## config.mk

```make
export PLATFORM = sky130hd
export DESIGN_NAME = rc4_stream_cipher_core_flat
export DESIGN_NICKNAME = d
export VERILOG_FILES = /design/src/rtl/core/rc4_pkg.sv /design/src/rtl/core/rc4_if.sv /design/src/rtl/core/rc4_front.sv /design/src/rtl/core/rc4_cmd_fifo.sv /design/src/rtl/core/rc4_engine.sv /design/src/rtl/core/rc4_stream_cipher_core.sv /design/src/flat_wrapper.sv
export SDC_FILE = /design/constraint.sdc
export NUM_CORES = 2
export LEC_CHECK = 0
export ABC_AREA = 0
export BUFFER_PORTS_ARGS = -buffer_cell sky130_fd_sc_hd__buf_2
export CAP_MARGIN = 10
export CORE_AREA = 2 2 519 521
export DETAILED_ROUTE_END_ITERATION = 6
export DIE_AREA = 0 0 521 523
export PLACE_DENSITY = 0.79
export SLEW_MARGIN = 40
export SYNTH_ARGS = -nofsm -noshare
export SYNTH_HDL_FRONTEND = slang
export SYNTH_MEMORY_MAX_BITS = 65536
export SYNTH_SLANG_ARGS = --single-unit
```

## constraint.sdc

```tcl
create_clock -name clock -period 17.3 [get_ports clock]
set_input_delay 3.46 -clock clock [delete_from_list [all_inputs] [get_ports clock]]
set_output_delay 3.46 -clock clock [all_outputs]
set_load 0.005 [all_outputs]
```

## src/rtl/core/rc4_pkg.sv

```systemverilog
// Shared types and constants for the RC4 stream cipher core.
package rc4_pkg;

   // Field widths fixed by the request and response formats
   localparam int BYTE_W = 8;

   // Command queue between front end and engine
   localparam int FIFO_PTR_W = 1;
   localparam int FIFO_DEPTH = 1 << FIFO_PTR_W;

   // Request classes decoded by the front end
   typedef enum logic [1:0] {
      OP_KEY      = 2'd0,
      OP_KEY_LAST = 2'd1,
      OP_DATA     = 2'd2
   } op_type;

   // One decoded request as it travels through the queue
   typedef struct packed {
      op_type            op;
      logic [BYTE_W-1:0] value;
   } cmd_type;

   // Head of the command queue as seen by the engine
   typedef struct packed {
      logic    valid;
      cmd_type cmd;
   } q_head_type;

endpackage

```

## src/rtl/core/rc4_if.sv

```systemverilog
// Request and response channel interfaces of the RC4 stream cipher core.
interface rc4_req_if;
   logic       valid;
   logic       ready;
   logic       func;
   logic [7:0] value;
   logic       key_last;

   modport source (output valid, output func, output value, output key_last, input ready);
   modport sink   (input valid, input func, input value, input key_last, output ready);
endinterface

interface rc4_rsp_if;
   logic       valid;
   logic       ready;
   logic [7:0] data_out;
   logic [7:0] keystream_byte;

   modport source (output valid, output data_out, output keystream_byte, input ready);
   modport sink   (input valid, input data_out, input keystream_byte, output ready);
endinterface

```

## src/rtl/core/rc4_front.sv

```systemverilog
// Front end: registers incoming requests and decodes them into commands.
module rc4_front (
   input  logic               clock,
   input  logic               reset,
   input  logic               init_done,
   rc4_req_if.sink            req_chan,
   output logic               push_valid,
   output rc4_pkg::cmd_type   push_cmd,
   input  logic               push_ready
);
   import rc4_pkg::*;

   logic    cmd_valid_ff;
   cmd_type cmd_ff;
   cmd_type cmd_in;
   logic    req_take;

   // Once the initial fill is done, stage takes a request when empty or when its content moves on
   assign req_chan.ready = init_done && (!cmd_valid_ff || push_ready);
   assign req_take       = req_chan.valid && req_chan.ready;

   // Decode: data request, plain key byte, or final key byte
   always_comb begin
      cmd_in.value = req_chan.value;
      priority if (req_chan.func)     cmd_in.op = OP_DATA;
      else if     (req_chan.key_last) cmd_in.op = OP_KEY_LAST;
      else                            cmd_in.op = OP_KEY;
   end

   always_ff @(posedge clock) begin
      if (reset) begin
         cmd_valid_ff <= 1'b0;
      end else if (req_take) begin
         cmd_valid_ff <= 1'b1;
      end else if (push_ready) begin
         cmd_valid_ff <= 1'b0;
      end
   end

   always_ff @(posedge clock) begin
      if (req_take) begin
         cmd_ff <= cmd_in;
      end
   end

   assign push_valid = cmd_valid_ff;
   assign push_cmd   = cmd_ff;

endmodule

```

## src/rtl/core/rc4_cmd_fifo.sv

```systemverilog
// Short command queue that decouples the front end from the engine.
module rc4_cmd_fifo (
   input  logic                 clock,
   input  logic                 reset,
   input  logic                 push_valid,
   input  rc4_pkg::cmd_type     push_cmd,
   output logic                 push_ready,
   output rc4_pkg::q_head_type  head,
   input  logic                 pop
);
   import rc4_pkg::*;

   cmd_type               mem [FIFO_DEPTH];
   logic [FIFO_PTR_W-1:0] wr_ptr_ff;
   logic [FIFO_PTR_W-1:0] rd_ptr_ff;
   logic [FIFO_PTR_W:0]   count_ff;
   logic                  do_push;
   logic                  do_pop;

   assign push_ready = (count_ff != (FIFO_PTR_W+1)'(FIFO_DEPTH));
   assign do_push    = push_valid && push_ready;
   assign do_pop     = pop && (count_ff != '0);

   assign head.valid = (count_ff != '0);
   assign head.cmd   = mem[rd_ptr_ff];

   // Pointers and fill level
   always_ff @(posedge clock) begin
      if (reset) begin
         wr_ptr_ff <= '0;
         rd_ptr_ff <= '0;
         count_ff  <= '0;
      end else begin
         if (do_push) wr_ptr_ff <= wr_ptr_ff + FIFO_PTR_W'(1);
         if (do_pop)  rd_ptr_ff <= rd_ptr_ff + FIFO_PTR_W'(1);
         unique case ({do_push, do_pop})
            2'b10:   count_ff <= count_ff + (FIFO_PTR_W+1)'(1);
            2'b01:   count_ff <= count_ff - (FIFO_PTR_W+1)'(1);
            default: count_ff <= count_ff;
         endcase
      end
   end

   // Entry storage
   always_ff @(posedge clock) begin
      if (do_push) begin
         mem[wr_ptr_ff] <= push_cmd;
      end
   end

endmodule

```

## src/rtl/core/rc4_engine.sv

```systemverilog
// Back end: permutation and key memories, key schedule and keystream sequencer.
module rc4_engine #(
   parameter int STATE_SIZE = 256,
   parameter int KEY_MAX    = 256
) (
   input  logic                 clock,
   input  logic                 reset,
   input  rc4_pkg::q_head_type  head,
   output logic                 pop,
   output logic                 init_done,
   rc4_rsp_if.source            rsp_chan
);
   import rc4_pkg::*;

   localparam int IDX_W = $clog2(STATE_SIZE);
   localparam int KEY_W = (KEY_MAX > 1) ? $clog2(KEY_MAX) : 1;
   localparam int LEN_W = $clog2(KEY_MAX + 1);
   // ceil(2^16 / STATE_SIZE): exact quotient for any byte divided by STATE_SIZE
   localparam int RECIP = (65536 + STATE_SIZE - 1) / STATE_SIZE;
   localparam logic [IDX_W:0]   N_EXT    = (IDX_W+1)'(STATE_SIZE);
   localparam logic [IDX_W-1:0] LAST_IDX = IDX_W'(STATE_SIZE - 1);
   localparam logic [LEN_W-1:0] LEN_MAX  = LEN_W'(KEY_MAX);

   typedef enum logic [3:0] {
      ST_INIT,     // identity fill after reset
      ST_IDLE,
      ST_KEY_MUL,
      ST_KEY_WR,
      ST_FILL,     // identity fill before the key schedule
      ST_KS_RD,
      ST_KS_J,
      ST_KS_WA,
      ST_KS_WB,
      ST_GEN_A,
      ST_GEN_B,
      ST_GEN_C,
      ST_GEN_D,
      ST_GEN_E
   } state_type;

   state_type          state_ff;
   cmd_type            cmd_ff;
   logic [IDX_W-1:0]   n_ff;
   logic [IDX_W-1:0]   i_ff;
   logic [IDX_W-1:0]   j_ff;
   logic [IDX_W-1:0]   si_ff;
   logic [IDX_W-1:0]   sj_ff;
   logic [IDX_W-1:0]   t_ff;
   logic [LEN_W-1:0]   key_len_ff;
   logic [KEY_W-1:0]   kidx_ff;
   logic [KEY_W-1:0]   klast_ff;
   logic [BYTE_W-1:0]  q_ff;
   logic               rsp_valid_ff;
   logic [BYTE_W-1:0]  data_out_ff;
   logic [BYTE_W-1:0]  ks_ff;

   // Memories
   logic [IDX_W-1:0]   perm_mem [STATE_SIZE];
   logic [IDX_W-1:0]   key_mem  [KEY_MAX];
   logic [IDX_W-1:0]   perm_rdata_ff;
   logic [IDX_W-1:0]   key_rdata_ff;
   logic               perm_we;
   logic [IDX_W-1:0]   perm_waddr;
   logic [IDX_W-1:0]   perm_wdata;
   logic [IDX_W-1:0]   perm_raddr;
   logic               key_we;

   logic [IDX_W-1:0]   i_next;
   logic [IDX_W-1:0]   j_gen_next;
   logic [IDX_W-1:0]   t_next;
   logic [IDX_W-1:0]   j_ks_next;
   logic [IDX_W-1:0]   ks_idx;
   logic               key_room;
   logic [LEN_W-1:0]   key_len_next;
   logic [24:0]        key_prod;
   logic [15:0]        key_qn;
   logic [15:0]        key_rem;
   logic               rsp_free;
   logic               rsp_load;

   // Sum of two indices modulo the state size (both below it)
   function automatic logic [IDX_W-1:0] mod_add(input logic [IDX_W-1:0] a,
                                                 input logic [IDX_W-1:0] b);
      logic [IDX_W:0] s;
      s = {1'b0, a} + {1'b0, b};
      if (s >= N_EXT) s = s - N_EXT;
      return s[IDX_W-1:0];
   endfunction

   // Index arithmetic
   assign i_next     = (i_ff == LAST_IDX) ? '0 : i_ff + IDX_W'(1);
   assign j_gen_next = mod_add(j_ff, perm_rdata_ff);
   assign t_next     = mod_add(si_ff, perm_rdata_ff);
   assign j_ks_next  = mod_add(mod_add(j_ff, perm_rdata_ff), key_rdata_ff);
   // The swap of S[j] lands in the same cycle as the read of S[t]
   assign ks_idx     = (t_ff == j_ff) ? si_ff : perm_rdata_ff;

   // Key byte reduced modulo the state size by reciprocal multiply
   assign key_prod     = 25'(cmd_ff.value) * 25'(RECIP);
   assign key_qn       = 16'(q_ff) * 16'(STATE_SIZE);
   assign key_rem      = 16'(cmd_ff.value) - key_qn;
   assign key_room     = (key_len_ff < LEN_MAX);
   assign key_len_next = key_room ? key_len_ff + LEN_W'(1) : key_len_ff;
   assign key_we       = (state_ff == ST_KEY_WR) && key_room;

   assign rsp_free  = !rsp_valid_ff || rsp_chan.ready;
   assign rsp_load  = (state_ff == ST_GEN_E) && rsp_free;
   assign pop       = (state_ff == ST_IDLE) && head.valid;
   assign init_done = (state_ff != ST_INIT);

   // Permutation memory port selection
   always_comb begin
      perm_we    = 1'b0;
      perm_waddr = n_ff;
      perm_wdata = n_ff;
      perm_raddr = n_ff;
      unique case (state_ff)
         ST_INIT, ST_FILL: begin
            perm_we = 1'b1;
         end
         ST_KS_J: begin
            perm_raddr = j_ks_next;
         end
         ST_KS_WA: begin
            perm_we    = 1'b1;
            perm_wdata = perm_rdata_ff;
         end
         ST_KS_WB: begin
            perm_we    = 1'b1;
            perm_waddr = j_ff;
            perm_wdata = sj_ff;
         end
         ST_GEN_A: begin
            perm_raddr = i_next;
         end
         ST_GEN_B: begin
            perm_raddr = j_gen_next;
         end
         ST_GEN_C: begin
            perm_we    = 1'b1;
            perm_waddr = i_ff;
            perm_wdata = perm_rdata_ff;
         end
         ST_GEN_D: begin
            perm_we    = 1'b1;
            perm_waddr = j_ff;
            perm_wdata = si_ff;
            perm_raddr = t_ff;
         end
         ST_GEN_E: begin
            perm_raddr = t_ff;
         end
         default: begin
            perm_we = 1'b0;
         end
      endcase
   end

   always_ff @(posedge clock) begin
      if (perm_we) perm_mem[perm_waddr] <= perm_wdata;
      perm_rdata_ff <= perm_mem[perm_raddr];
   end

   always_ff @(posedge clock) begin
      if (key_we) key_mem[key_len_ff[KEY_W-1:0]] <= key_rem[IDX_W-1:0];
      key_rdata_ff <= key_mem[kidx_ff];
   end

   // Sequencer
   always_ff @(posedge clock) begin
      if (reset) begin
         state_ff     <= ST_INIT;
         n_ff         <= '0;
         i_ff         <= '0;
         j_ff         <= '0;
         kidx_ff      <= '0;
         key_len_ff   <= '0;
         rsp_valid_ff <= 1'b0;
      end else begin
         // Response register: load a finished step, drop once taken
         if (rsp_load) begin
            rsp_valid_ff <= 1'b1;
         end else if (rsp_chan.ready) begin
            rsp_valid_ff <= 1'b0;
         end
         unique case (state_ff)
            ST_INIT: begin
               if (n_ff == LAST_IDX) begin
                  n_ff     <= '0;
                  state_ff <= ST_IDLE;
               end else begin
                  n_ff <= n_ff + IDX_W'(1);
               end
            end
            ST_IDLE: begin
               if (head.valid) begin
                  cmd_ff   <= head.cmd;
                  state_ff <= (head.cmd.op == OP_DATA) ? ST_GEN_A : ST_KEY_MUL;
               end
            end
            ST_KEY_MUL: begin
               q_ff     <= key_prod[23:16];
               state_ff <= ST_KEY_WR;
            end
            ST_KEY_WR: begin
               if (cmd_ff.op == OP_KEY_LAST) begin
                  klast_ff   <= KEY_W'(key_len_next - LEN_W'(1));
                  key_len_ff <= '0;
                  kidx_ff    <= '0;
                  n_ff       <= '0;
                  i_ff       <= '0;
                  j_ff       <= '0;
                  state_ff   <= ST_FILL;
               end else begin
                  key_len_ff <= key_len_next;
                  state_ff   <= ST_IDLE;
               end
            end
            ST_FILL: begin
               if (n_ff == LAST_IDX) begin
                  n_ff     <= '0;
                  state_ff <= ST_KS_RD;
               end else begin
                  n_ff <= n_ff + IDX_W'(1);
               end
            end
            ST_KS_RD: begin
               state_ff <= ST_KS_J;
            end
            ST_KS_J: begin
               sj_ff    <= perm_rdata_ff;
               j_ff     <= j_ks_next;
               state_ff <= ST_KS_WA;
            end
            ST_KS_WA: begin
               state_ff <= ST_KS_WB;
            end
            ST_KS_WB: begin
               kidx_ff <= (kidx_ff == klast_ff) ? '0 : kidx_ff + KEY_W'(1);
               if (n_ff == LAST_IDX) begin
                  n_ff     <= '0;
                  j_ff     <= '0;
                  state_ff <= ST_IDLE;
               end else begin
                  n_ff     <= n_ff + IDX_W'(1);
                  state_ff <= ST_KS_RD;
               end
            end
            ST_GEN_A: begin
               i_ff     <= i_next;
               state_ff <= ST_GEN_B;
            end
            ST_GEN_B: begin
               si_ff    <= perm_rdata_ff;
               j_ff     <= j_gen_next;
               state_ff <= ST_GEN_C;
            end
            ST_GEN_C: begin
               t_ff     <= t_next;
               state_ff <= ST_GEN_D;
            end
            ST_GEN_D: begin
               state_ff <= ST_GEN_E;
            end
            ST_GEN_E: begin
               if (rsp_free) begin
                  ks_ff       <= BYTE_W'(ks_idx);
                  data_out_ff <= cmd_ff.value ^ BYTE_W'(ks_idx);
                  state_ff    <= ST_IDLE;
               end
            end
            default: begin
               state_ff <= ST_IDLE;
            end
         endcase
      end
   end

   assign rsp_chan.valid          = rsp_valid_ff;
   assign rsp_chan.data_out       = data_out_ff;
   assign rsp_chan.keystream_byte = ks_ff;

   // A command leaves the queue only when one is there
   a_pop_has_head: assert property (@(posedge clock) disable iff (reset)
      pop |-> head.valid)
      else $error("engine popped an empty command queue");

   // Key length never passes the store size
   a_key_len_bound: assert property (@(posedge clock) disable iff (reset)
      key_len_ff <= LEN_MAX)
      else $error("key length beyond key store size");

   // A finished keystream step always delivers its response next cycle
   a_gen_delivers: assert property (@(posedge clock) disable iff (reset)
      (state_ff == ST_GEN_E && rsp_free) |=> (rsp_valid_ff && state_ff == ST_IDLE))
      else $error("keystream result not registered");

   // No permutation write while idle
   a_idle_no_write: assert property (@(posedge clock) disable iff (reset)
      (state_ff == ST_IDLE) |-> !perm_we)
      else $error("permutation written while idle");

endmodule

```

## src/rtl/core/rc4_stream_cipher_core.sv

```systemverilog
// RC4 stream cipher core: top level tying front end, command queue and engine.
//
// Requests carry a key byte (func = 0) or a data byte (func = 1). Key bytes
// are stored until the store is full; later ones are dropped. A key byte with
// key_last set stores that byte and then runs the key schedule over a
// STATE_SIZE-entry permutation, which also clears the generator indices.
// Each data request produces one response with the data byte XORed with the
// keystream byte and the keystream byte itself; key requests produce none.
// After reset the core loads the identity permutation and holds req ready
// low meanwhile. A key byte passes the idle, multiply and write states; a
// final key byte then runs the identity fill and, per shuffle step, the read,
// index, write and write states on the single-write permutation memory. A
// data byte runs the read, read, write, write, read sequence of the generator
// step against that memory. A two-entry command queue lets requests be taken
// while the engine works or a response waits.
module rc4_stream_cipher_core #(
   parameter int STATE_SIZE = 256,
   parameter int KEY_MAX    = 256
) (
   input  logic        clock,
   input  logic        reset,
   rc4_req_if.sink     req_chan,
   rc4_rsp_if.source   rsp_chan
);
   import rc4_pkg::*;

   logic       init_done;
   logic       push_valid;
   logic       push_ready;
   cmd_type    push_cmd;
   q_head_type head;
   logic       pop;

   rc4_front u_front (
      .clock      (clock),
      .reset      (reset),
      .init_done  (init_done),
      .req_chan   (req_chan),
      .push_valid (push_valid),
      .push_cmd   (push_cmd),
      .push_ready (push_ready)
   );

   rc4_cmd_fifo u_fifo (
      .clock      (clock),
      .reset      (reset),
      .push_valid (push_valid),
      .push_cmd   (push_cmd),
      .push_ready (push_ready),
      .head       (head),
      .pop        (pop)
   );

   rc4_engine #(
      .STATE_SIZE (STATE_SIZE),
      .KEY_MAX    (KEY_MAX)
   ) u_engine (
      .clock     (clock),
      .reset     (reset),
      .head      (head),
      .pop       (pop),
      .init_done (init_done),
      .rsp_chan  (rsp_chan)
   );

endmodule
```

## src/flat_wrapper.sv

```systemverilog
// flat-port wrapper written by rule: the top's interface ports become plain ports
module rc4_stream_cipher_core_flat import rc4_pkg::*;
#(
   parameter int STATE_SIZE = 256,
   parameter int KEY_MAX    = 256
)
  (clock, reset, req_chan_valid, req_chan_func, req_chan_value, req_chan_key_last, req_chan_ready, rsp_chan_valid, rsp_chan_data_out, rsp_chan_keystream_byte, rsp_chan_ready);
  rc4_req_if req_chan_i ();
  rc4_rsp_if rsp_chan_i ();
  input  logic clock;
  input  logic reset;
  input wire logic [$bits(req_chan_i.valid)-1:0] req_chan_valid;
  input wire logic [$bits(req_chan_i.func)-1:0] req_chan_func;
  input wire logic [$bits(req_chan_i.value)-1:0] req_chan_value;
  input wire logic [$bits(req_chan_i.key_last)-1:0] req_chan_key_last;
  output wire logic [$bits(req_chan_i.ready)-1:0] req_chan_ready;
  output wire logic [$bits(rsp_chan_i.valid)-1:0] rsp_chan_valid;
  output wire logic [$bits(rsp_chan_i.data_out)-1:0] rsp_chan_data_out;
  output wire logic [$bits(rsp_chan_i.keystream_byte)-1:0] rsp_chan_keystream_byte;
  input wire logic [$bits(rsp_chan_i.ready)-1:0] rsp_chan_ready;
  assign req_chan_i.valid = req_chan_valid;
  assign req_chan_i.func = req_chan_func;
  assign req_chan_i.value = req_chan_value;
  assign req_chan_i.key_last = req_chan_key_last;
  assign req_chan_ready = req_chan_i.ready;
  assign rsp_chan_valid = rsp_chan_i.valid;
  assign rsp_chan_data_out = rsp_chan_i.data_out;
  assign rsp_chan_keystream_byte = rsp_chan_i.keystream_byte;
  assign rsp_chan_i.ready = rsp_chan_ready;
  rc4_stream_cipher_core #(.STATE_SIZE(STATE_SIZE), .KEY_MAX(KEY_MAX)) u_core (.clock(clock), .reset(reset), .req_chan(req_chan_i), .rsp_chan(rsp_chan_i));
endmodule
```

### After elaboration in Yosys (flattened, before gate mapping)

Memory sizes are Yosys's and may differ from the RTL's. A register that Yosys moved wholly into a read port is not among the register bits.
Index checks and enable logic that the tools add are counted.

| storage, ports and cells | value |
|---|---|
| word-level logic and storage cells | 151 |
| memories kept | 3 |
| bits of input ports | 14 |
| register bits after elaboration | 119 |
| RAM bits | 4116 |
| output and inout port bits | 18 |

Memories:

| name | depth | bits a word | rd ports | clocked after Yosys merged registers in | write ports | line | text |
|---|---|---|---|---|---|---|---|
| u_core.u_engine.key_mem | 256 | 8 | 1 | 1 | 1 | rc4_engine.sv:59 | `logic [IDX_W-1:0] key_mem [KEY_MAX];` |
| u_core.u_engine.perm_mem | 256 | 8 | 1 | 1 | 1 | rc4_engine.sv:58 | `logic [IDX_W-1:0] perm_mem [STATE_SIZE];` |
| u_core.u_fifo.mem | 2 | 10 | 1 | 1 | 1 | rc4_cmd_fifo.sv:13 | `cmd_type mem [FIFO_DEPTH];` |

| cells by class | value |
|---|---|
| reductions and logical operators | 37 |
| bitwise logic cells | 2 |
| magnitude comparators | 4 |
| mux-type cells | 41 |
| $add $sub $neg | 15 |
| eq/ne operators | 28 |

Operator list:

| cell | count |
|---|---|
| $mux 8 | 9 |
| $pmux 8 s2 | 4 |
| $pmux 8 s4 | 2 |
| $pmux 4 s14 | 1 |
| $sub 8x1->8 const B | 4 |
| $add 8x8->9 | 3 |
| $ge 9x9->1 const B | 3 |
| $add 8x1->8 const B | 3 |
| $eq 4x4->1 const B | 6 |
| $pmux 8 s3 | 1 |
| $mux 4 | 5 |
| $mux 9 | 2 |
| $eq 4x3->1 const B | 4 |
| $eq 8x8->1 | 2 |
| $eq 8x8->1 const B | 2 |
| $mux 1 | 14 |
| $reduce_bool 2->1 | 7 |
| $ne 2x2->1 const B | 6 |
| $reduce_and 2->1 | 6 |
| $reduce_and 3->1 | 4 |
| $add 9x1->9 const B | 1 |
| $lt 9x9->1 const B | 1 |
| $eq 4x2->1 const B | 2 |
| $reduce_bool 4->1 | 2 |
| other kinds (19) | 33 |

### Depth between registers and ports, before layout

| depth | value |
|---|---|
| word-level depth | 7 |
| mapped depth | 18 |
| gate-level depth less buffers | 17 |

### By module

Synthesis repeated with hierarchy kept, for this count alone.

| unflattened totals | value |
|---|---|
| cell total of the unflattened synthesis | 9645 |
| area total of the unflattened synthesis | 168625.5 µm² |

By module, submodules not included:

| module | instances | area each (µm²) | cells an instance | sequential area each (µm²) |
|---|---|---|---|---|
| rc4_engine | 1 | 167306.7 | 9573 | 125980.8 |
| rc4_cmd_fifo | 1 | 940.9 | 55 | 700.7 |
| rc4_front | 1 | 377.9 | 17 | 320.3 |

### Least setup slack after synthesis

OpenSTA, ideal clock, no wires.

| timing | value |
|---|---|
| path type | register -> register |
| start point | reg u_core.u_engine.state_ff[2] |
| end point | mem u_core.u_engine.perm_mem[0][0] (netlist bit), data pin |
| path slack | 3.609 ns |
| arrival time | 11.504 ns |
| setup time | 2.187 ns |
| path buffers | 4 |
| clock period less this slack | 13.691 ns |
| cell stages (with the launch flop) | 7 |
| path through | dfxtp_1 -> buf_2 -> buf_2 -> clkbuf_1 -> clkbuf_1 -> mux2i_1 -> o21ai_0 |

| between the ends | value |
|---|---|
| word-level cells in the longest chain between the ends | 3 |

Ends and longest elaborated chain:

| what | line | text |
|---|---|---|
| start: declaration | rc4_engine.sv:41 | `state_type state_ff;` |
| start signal: assignment | rc4_engine.sv:198 | `state_ff <= (head.cmd.op == OP_DATA) ? ST_GEN_A : ST_KEY_MUL;` |
| $eq 4x4->1 or $eq 4x3->1 (tied branches) | rc4_engine.sv:117 | `unique case (state_ff)` |
| $reduce_or 2->1 (no line) | -- |  |
| $pmux 8 s3 (*) | rc4_engine.sv:117 |  |
| via u_core.u_engine.perm_wdata[0] | rc4_engine.sv:64 | `logic [IDX_W-1:0] perm_wdata;` |
| end: declaration | rc4_engine.sv:58 |  |

The timed path passes the listed nets; every way through them passes the cells marked *.

### Worst setup path in the final report

| timing | value |
|---|---|
| start point | reg u_core.u_engine.perm_rdata_ff[0], read port of u_core.u_engine.perm_mem |
| end point | reg u_core.u_engine.perm_rdata_ff[0], read port of u_core.u_engine.perm_mem |

| between the ends | value |
|---|---|
| word-level cells in the longest chain between the ends | 7 |

Ends and longest elaborated chain:

| what | line | text |
|---|---|---|
| start: declaration | rc4_engine.sv:60 | `logic [IDX_W-1:0] perm_rdata_ff;` |
| $add 8x8->9 (*) | rc4_engine.sv:85 | `s = {1'b0, a} + {1'b0, b};` |
| $sub 8x1->8 or $ge 9x9->1 (tied branches) | rc4_engine.sv:86 | `if (s >= N_EXT) s = s - N_EXT;` |
| $mux 8 (*) | rc4_engine.sv:86 |  |
| $add 8x8->9 | rc4_engine.sv:85 |  |
| $sub 8x1->8 or $ge 9x9->1 (tied branches) | rc4_engine.sv:86 |  |
| $mux 8 | rc4_engine.sv:86 |  |
| $pmux 8 s4 (*) | rc4_engine.sv:117 |  |

Mark *: on every way between the ends. The rest lies on a longest branch, timed or not.
A chain may end at the register's enable or synchronous reset.

==> flow_summary_export.csv <==
group,metric,value,unit
worst_setup_path,max_stage_delay,720,ps
sta,worst_clock_skew,91.7,ps
sta,worst_slew_pin_slew,980,ps
sta,period_share,43.4,%
sta,setup_tns,0,ps
logic_synthesis,async_flop_share,0,%
min_path,hold_class,"reg2reg",
sta,fmax,133,MHz
detailed_routing,drcViolationCount,67,
detailed_routing,routed.top_layer,"met5",
cts,clock_latency,1030,ps
worst_setup_path,r2r_end,"u_core.u_engine.perm_rdata_ff[0]$_DFF_P_",
power,seq_power_share,53.7,%
power,ir_drop,0.102,mV
placed_design,io_buffers,31,
cts,cts_buffer_depth,4,
min_path,whs_path_depth,0,
worst_setup_path,crit_fanout,45,
power,total_power,20.9,mW
logic_synthesis,syn_area_per_cell,17.9,µm²
worst_setup_path,crit_top_cell,"buf_4",
cts,root_buffer,"clkbuf_16",
power,switchingPower,4.55,mW
power,powerDensity,113,mW/mm²
worst_setup_path,crit_path_end_kind,"register",
detailed_routing,first_pass_iters,7,
worst_setup_path,worst_ep_required_time,17940,ps
power,p_comb_share,3.4,%
floorplan,ioPinCount,32,
global_route,grt_usage,34.8,%
global_route,antenna_found_initial,30,
logic_synthesis,synth_edf_count,4184,
worst_setup_path,r2r-start,"u_core.u_engine.perm_rdata_ff[0]$_DFF_P_",
detailed_routing,drt_iter0_markers,18300,
cts,cts_buffers,404,
cts,postCtsSetupBuffers,0,
placed_design,detailed_place_hpwl,262000,µm
logic_synthesis,yosysSeqAreaShare,75.9,%
placed_design,gp_congestion,0.930,
final_layout,areaGrowthSynthToFinish,11.0,%
power,cell_internal_pwr,16.4,mW
logic_synthesis,syn_inst,9345,
sta,finalSetupViolCount,0,
worst_setup_path,worst_setup_path_start_kind,"register",
worst_setup_path,critical_path_arrival,8150,ps
logic_synthesis,synth_warnings,0,
detailed_routing,wl_met2,223000,µm
detailed_routing,wl_met3,73000,µm
final_layout,layout.nets,9443,
global_route,grt_max_degree,213,
power,p_clk_share,42.9,%
run_status,violations,"DRC",
worst_setup_path,r2r_cells,18,
global_route,gr-total-overflow,0,
global_route,grt_pass1_vias,94100,
floorplan,die_y,523,µm
detailed_routing,via_count,97600,
sta,slew_headroom,34.4,%
sta,finalCriticalPeriod,7510,ps
cts,hold_buffers,0,
min_path,hold_start,"u_core.u_front.push_cmd[9]$_SDFFCE_PP1P_",
floorplan,fp.dieW,521,µm
logic_synthesis,yosys_most_used_dff,"edfxtp_1",
floorplan,die-area,0.272,mm²
worst_setup_path,cpMaxStageDelayCell,"nor4_1",
final_layout,drive_gt1_share,19.8,%
detailed_routing,routed_via_density,7.34,
floorplan,start_util,62.7,%
worst_setup_path,r2r_setup_slack,9790,ps
detailed_routing,drt-met1-wl,160000,µm
worst_setup_path,critPathKind,"reg2reg",
power,p_leak,58.4,nW
logic_synthesis,synth_seq_cells,4252,
logic_synthesis,synth_cell_types,94,
job,cap_violations,0,
global_route,grt_pass1_wl,680000,µm
cts,ctsResizeCount,0,
power,swShare,21.7,%
detailed_routing,wl_per_cell,36.5,µm
worst_setup_path,cp_cell_sequence,"ha_1, fa_1, inv_1, fa_1, a21oi_1, a21oi_1, a32oi_4, buf_4, buf_4, nor2_4, buf_4, buf_4, a32oi_1, nand4_1, nand3_1, nor4_1, a22o_1, o221ai_1",
floorplan,core,0.267,mm²
logic_synthesis,syn_area,0.167,mm²
cts,cts_tree,"yes",
min_path,min_to,"u_core.u_fifo.mem[1][9]$_DFFE_PP_",
logic_synthesis,syn_nets,9392,
sta,rsz0062_at_grt,"false",
sta,hold_viol,0,
detailed_routing,ant_nets,0,
sta,drv_slew,0,
run_status,status,"complete, but fails checks",
detailed_routing,wl,485000,µm
cts,htree_levels,5,
floorplan,std_cell_rows,190,
cts,path_clk_slew,60,ps
cts,clkSinkCount,4252,
how the worst max path moves through the flow:
stage / from / to / slack (ps) / depth (start not counted)
after floorplan: u_core.u_engine.state_ff[2]$_SDFFE_PP0P_ / u_core.u_engine.perm_mem[0][0]$_DFFE_PP_ / 3610 / 6
after detailed placement: u_core.u_engine.state_ff[3]$_SDFFE_PP0P_ / u_core.u_engine.perm_rdata_ff[6]$_DFF_P_ / 10090 / 13
after CTS: u_core.u_engine.state_ff[3]$_SDFFE_PP0P_ / u_core.u_engine.perm_rdata_ff[6]$_DFF_P_ / 10040 / 13
final: u_core.u_engine.perm_rdata_ff[0]$_DFF_P_ / u_core.u_engine.perm_rdata_ff[0]$_DFF_P_ / 9790 / 18
after global placement: u_core.u_engine.perm_rdata_ff[0]$_DFF_P_ / u_core.u_engine.perm_rdata_ff[3]$_DFF_P_ / 9850 / 17
after global routing: u_core.u_engine.perm_rdata_ff[0]$_DFF_P_ / u_core.u_engine.perm_rdata_ff[0]$_DFF_P_ / 9980 / 18
final cells by class:
type,count,area (µm²)
Inverter,29,109
Sequential cell,4252,127000
Tap cell,3552,4440
Antenna cell,19,47.5
Clock buffer,497,10600
Multi-Input combinational cell,4498,38800
Timing Repair Buffer,211,2260
Fill cell,15100,81200
Clock inverter,240,2490
flip-flops by register name (all words and copies together) (netlist names), 2 cells and up, named ones only:
signal / count
u_core.u_engine.key_mem: 2048
u_core.u_engine.perm_mem: 2048
u_core.u_fifo.mem: 20
u_core.u_engine.cmd_ff: 10
u_core.u_front.push_cmd: 10
u_core.u_engine.key_len_ff: 9
u_core.u_engine.i_ff: 8
u_core.u_engine.j_ff: 8
u_core.u_engine.key_rdata_ff: 8
u_core.u_engine.kidx_ff: 8
u_core.u_engine.klast_ff: 8
u_core.u_engine.n_ff: 8
u_core.u_engine.perm_rdata_ff: 8
u_core.u_engine.rsp_chan.data_out: 8
u_core.u_engine.rsp_chan.keystream_byte: 8
u_core.u_engine.si_ff: 8
u_core.u_engine.sj_ff: 8
u_core.u_engine.t_ff: 8
u_core.u_engine.state_ff: 4
u_core.u_fifo.count_ff: 2
placed cells by master (no fill, tap or decap), drive strengths merged, types with 20 or more instances in the layout:
cell,n
o22ai,32
clkbuf,500
a21oi,195
xnor2,32
edfxtp,4184
xor2,26
o21ai,72
ha,30
nor4,21
nand3,399
a31oi,48
and3,43
a32oi,166
nand2,1257
dfxtp,68
bufinv,40
a22oi,69
inv,43
nor2,637
mux4,775
mux2i,245
nand4,162
clkinv,179
buf,208
nor2b,20
nor3,40
cells in the mapped netlist, types with 8 or more instances:
master     instances  area share [%]
edfxtp_1        4184              75
nand2_1         1257             2.8
mux4_2           775              10
nor2_1           636             1.4
nand3_1          399             1.2
clkbuf_1         321            0.72
mux2i_1          245             1.5
a21oi_1          195            0.58
a32oi_1          166            0.87
nand4_1          162            0.61
buf_2             86            0.26
buf_1             81            0.18
a22oi_1           69            0.31
dfxtp_1           68            0.81
o21ai_0           67            0.20
buf_4             51            0.23
a31oi_1           48            0.18
and3_1            43            0.16
nor3_1            38            0.11
xnor2_1           32            0.17
o22ai_1           31            0.12
ha_1              30            0.22
inv_1             29           0.065
xor2_1            26            0.14
buf_6             22            0.15
nor2b_1           20           0.075
nor4_1            19           0.071
mux2_2            18            0.12
a211oi_1          16           0.072
nand2b_1          15           0.056
a221oi_1          14           0.073
a2111oi_0         12           0.063
o221ai_1          12           0.063
or3_1             12           0.045
and2_1            11           0.041
a22o_1             9           0.047
nor3b_1            8           0.036
o211ai_1           8           0.036
metal layers:
layer  vias to the layer above  track usage, %
met3                      1806            10.3
met5                         -           0.191
met4                        22            16.7
met1                     48900            47.1
li1                      37300               -
met2                      9549            52.6
critical path, delay by kind of cell, from the launching register on:
kind | cells | cell delay (ps)
buf+inv | 5 | 2000
fa+ha+maj | 3 | 1350
simple gates | 4 | 1580
flops | 1 | 400
compound gates | 6 | 1720
stage by stage:
step / hold WS [ps] / std cells / setup WS, ps / area [µm²] / utilization [%]
detailed placement: 447 / 12500 / 10090 / 172000 / 64.3
global placement: 472 / 12500 / 9850 / 171000 / 64.0
global route: 500 / 13300 / 9980 / 186000 / 69.6
finish: 481 / 13300 / 9790 / 186000 / 69.6
CTS: 478 / 13300 / 10040 / 185000 / 69.2
floorplan: 421 / 9345 / 3610 / 167000 / -
power by group through the flow:
stage	logic [mW]	clock network (mW)	registers, mW
floorplan	0.429	0	11.5
global placement	0.639	0	11.4
detailed placement	0.667	0	11.4
CTS	0.678	8.93	11.2
global route	0.733	9.31	11.2
finish	0.714	8.98	11.2
cells by family (layout without fill, tap and decap cells):
family,Yosys count,count (layout),share of synthesized area [%]
buffers and inverters,595,977,1.65
adder cells (fa/ha/maj),33,33,0.260
flip-flops,4252,4252,75.9
multiplexers,1038,1038,12.0
AND/OR/NAND/NOR,2646,2646,6.79
other,0,19,0
AO/OA/AOI/OAI,722,722,3.04
XOR/XNOR,59,59,0.317
Power figures use the tool's default switching activity.
